[src/hw/rtl/jps_pkg.sv]
// shared types, constants and helpers for the jacobi sweep block
// no dependencies
package jps_pkg;

	localparam int MAX_GRID  = 64;
	localparam int FRAC_BITS = 24;
	localparam int VAL_W     = 32;
	localparam int ROWCOL_W  = 6;
	localparam int GRID_W    = 7;
	localparam int STEP_W    = FRAC_BITS + 1;
	localparam int IDX_W     = (MAX_GRID > 1) ? $clog2(MAX_GRID) : 1;
	localparam int NSUM_W    = VAL_W + 2;
	localparam int MAX_JOBS  = 3;
	localparam int JCNT_W    = 2;

	localparam int CFG_IDX_W  = 2;
	localparam int CFG_DATA_W = (STEP_W > GRID_W) ? STEP_W : GRID_W;

	localparam logic [CFG_IDX_W-1:0] REG_GRID_SIZE    = CFG_IDX_W'(0);
	localparam logic [CFG_IDX_W-1:0] REG_STEP_SQUARED = CFG_IDX_W'(1);

	localparam logic [GRID_W-1:0] GRID_RESET = GRID_W'(7);
	// 1/64 in the fraction format
	localparam logic [STEP_W-1:0] STEP_RESET = STEP_W'(1) << (FRAC_BITS - 6);

	typedef struct packed {
		logic signed [VAL_W-1:0] old_value;
		logic signed [VAL_W-1:0] source_value;
	} item_t;

	typedef struct packed {
		logic signed [VAL_W-1:0] new_value;
		logic [ROWCOL_W-1:0]     cell_row;
		logic [ROWCOL_W-1:0]     cell_col;
		logic                    last_of_run;
	} result_t;

	// one line cell: row above (value, source) and two rows above (value)
	typedef struct packed {
		logic signed [VAL_W-1:0] near_value;
		logic signed [VAL_W-1:0] near_source;
		logic signed [VAL_W-1:0] far_value;
	} lane_t;

	// one pending cell update
	typedef struct packed {
		logic signed [NSUM_W-1:0] nsum;
		logic signed [VAL_W-1:0]  source;
		logic [IDX_W-1:0]         row;
		logic [IDX_W-1:0]         col;
		logic                     last;
	} job_t;

	// last valid index for a grid size, zero acting as one, clamped to the line length
	function automatic logic [IDX_W-1:0] grid_last(input logic [GRID_W-1:0] g);
		logic [IDX_W-1:0] r;
		if (g == '0) begin
			r = '0;
		end else if (32'(g) > MAX_GRID) begin
			r = IDX_W'(MAX_GRID - 1);
		end else begin
			r = IDX_W'(g - GRID_W'(1));
		end
		return r;
	endfunction

endpackage

[src/hw/rtl/jps_cell.sv]
// one cell of the line delay chain
// depends on jps_pkg
module jps_cell (
	input  logic          clk,
	input  logic          shift,
	input  logic          tail,
	input  jps_pkg::lane_t feed,
	input  jps_pkg::lane_t nbr,
	output jps_pkg::lane_t q
);
	import jps_pkg::*;

	lane_t lane_q;

	// the tail cell takes the new entry, the others take their right neighbor
	always_ff @(posedge clk) begin
		if (shift) begin
			lane_q <= tail ? feed : nbr;
		end
	end

	assign q = lane_q;

endmodule

[config.mk]
export PLATFORM = sky130hd
export DESIGN_NAME = jps_cell
export DESIGN_NICKNAME = d
export VERILOG_FILES = /design/src/hw/rtl/jps_pkg.sv /design/src/hw/rtl/jps_cell.sv
export SDC_FILE = /design/constraint.sdc
export NUM_CORES = 1
export LEC_CHECK = 0
export ABC_AREA = 1
export BUFFER_PORTS_ARGS = -buffer_cell sky130_fd_sc_hd__buf_2
export CAP_MARGIN = 20
export CORE_AREA = 2 2 112 114
export DETAILED_ROUTE_END_ITERATION = 16
export DIE_AREA = 0 0 114 116
export HOLD_SLACK_MARGIN = 0.08
export PLACE_DENSITY = 0.69
export SLEW_MARGIN = 0
export SYNTH_ARGS = -nofsm -noshare
export SYNTH_HDL_FRONTEND = slang
export SYNTH_SLANG_ARGS = --single-unit
[constraint.sdc]
create_clock -name clk -period 2.08 [get_ports clk]
set_input_delay 0.208 -clock clk [delete_from_list [all_inputs] [get_ports clk]]
set_output_delay 0.208 -clock clk [all_outputs]
set_load 0.005 [all_outputs]
==> results.ini <==
[outcome]
status=complete, no violations

[synthesis]
synth_top_flop_cell=edfxtp_1
post-synth-top-area-cell=edfxtp_1
synth_nets=601
seq_area_frac_synth=0.701
synthCells=406
ys_ff_latch=96
syn_area_per_cell_um2=10.1
yosysUniqueCellTypes=6
synth_area_leaders=edfxtp_1 70%, nand2_1 26%, buf_4 1.6%
ys_warn_count=0
synth_edf_count=96
synth_top_area_share=0.701
syn_area_um2=4110
synth_most_common_cell=nand2_1
async_reset_ff_frac=0
yosys-top-cells-count=288 x nand2_1, 96 x edfxtp_1, 10 x buf_2

[sta]
period_minus_slack_ns=1.18
max-slew-margin-rel=0.724
setup_viol=0
final-max-slew-violation-count=0
tightest_slew_ns=0.414
hold_viol_final=0
clock.fmax_ghz=0.850
setup_tns_ns=0
post-route-period-util=0.566
rsz0062_at_grt=false

[routing]
vias_per_cell=4.42
wl_per_cell_um=13.2
drt_wl_total_um=11100
ant_nets=0
drc=0
drt_iter0_drc=126
via_count=3717
drt_first_pass_iters=4

[global_route]
track_usage=0.164
grt_pass1_vias=3692
grt_max_degree=55
met2_usage=0.284
antenna_found_initial=0
grt-busiest-layer=met2
overflow=0
grt_pass1_wl_um=16800
met3_usage=0.0533
use_met1=0.187

[setup_path]
crit_path_top_delay_cell=buf_4
cp-end-kind=flop
critPathMaxFanout=54
cp-start-kind=input pin
cp_data_arrival_time_ns=1.27
critPathKind=input pin to flop
required_ns=2.17
path_cells=buf_4 > inv_4 > buf_12 > nand2_1 > nand2_1
crit_family=buffers and inverters
path_buf_inv=3
cp_common_cell=nand2_1
cpPeakStageDelay_ns=0.34

[flow_run]
drv_cap=0

[finish]
fill_cells=1123
largest_reg_flops=96
final_util=0.498
syn2layout_area_growth_pct=44.3
n_antenna_cell=0
drive_gt1_frac=0.439
final_nets=886

[clock_tree]
clkTransAtPathRegs_ns=0.06
clockBufferDepth=2
cts_resized=0
clock-root-buffer=clkbuf_16
cts_tree=done
ctsHoldBuffers=0
htree_levels=3
cts_inserted_buffers=9
cts_setup_buffers=0
cts.sinks=96

[pwr]
powerDensity_nw_per_um2=749
p_seq_frac=0.537
internal_power_mw=3.44
worst_ir_drop_vdd_uv=494
comb_power_share=0.143
leakage_nw=3.08
clock_power_share=0.319
p_switching_mw=1.00
switching_share=0.225

[floorplanning]
core-area_um2=11900
io-pin-count=291
die_w_um=114
placementRows=40
fp.dieH_um=116
dieArea_um2=13200
initial_core_util=0.345

[placed_design]
dp_hpwl_um=8640
io_buffers=290
place.gp.congestion=0.806

[min_path]
hold_class=input pin to flop

-- per-layer routing --
| layer | up-vias | share of wire |
|---|---|---|
| li1 | 1868 | - |
| met1 | 1636 | 0.39 |
| met2 | 194 | 0.50 |
| met3 | 19 | 0.087 |
| met4 | 0 | 0.019 |
| met5 | - | 0 |
-- cell usage in the layout (no fill, tap or decap) --
cell type  count
nand2_1      288
buf_2        288
edfxtp_1      96
clkbuf_16      9
buf_4          4
clkinv_1       3
buf_12         3
clkbuf_1       2
inv_4          1
-- metrics by stage --
step                instances  setup slack (ns)  cell area (um2)  hold slack, ns  power (mW)
floorplan                 406              1.08             4110           0.320        2.64
global placement          827             0.607             5690           0.469        3.05
detailed placement        827             0.556             5690           0.475        3.08
CTS                       841             0.917             5930           0.115        4.51
global route              841             0.809             5930           0.117        4.67
finish                    841             0.903             5930           0.133        4.44
-- path summary, 6_finish.rpt --
| kind | start | end | slack, ns | depth (start not counted) |
|---|---|---|---|---|
| setup / recovery | tail | q[35] | 0.90 | 5 |
| hold / removal | nbr[26] | q[26] | 0.13 | 3 |
-- kinds of logic (layout without fill, tap and decap cells) --
logic type	Yosys count	count (layout)	synth area share
simple gates	288	288	0.263
flops	96	96	0.701
buf+inv	22	310	0.0356
-- power groups by stage --
stage | clock, mW | combinational [mW] | sequential (mW)
global placement | 0 | 0.634 | 2.42
CTS | 1.47 | 0.649 | 2.39
finish | 1.42 | 0.637 | 2.39
floorplan | 0 | 0.185 | 2.45
detailed placement | 0 | 0.648 | 2.43
global route | 1.55 | 0.720 | 2.40
-- cell type report --
type / count / area (um2) / area share
Clock buffer: 11 / 233 / 0.0392
Tap cell: 147 / 184 / 0.0310
Clock inverter: 3 / 11.3 / 0.00190
Multi-Input combinational cell: 288 / 1080 / 0.182
Timing Repair Buffer: 295 / 1530 / 0.258
Inverter: 1 / 6.26 / 0.00106
Sequential cell: 96 / 2880 / 0.486
(Power assumes the default switching activity.)
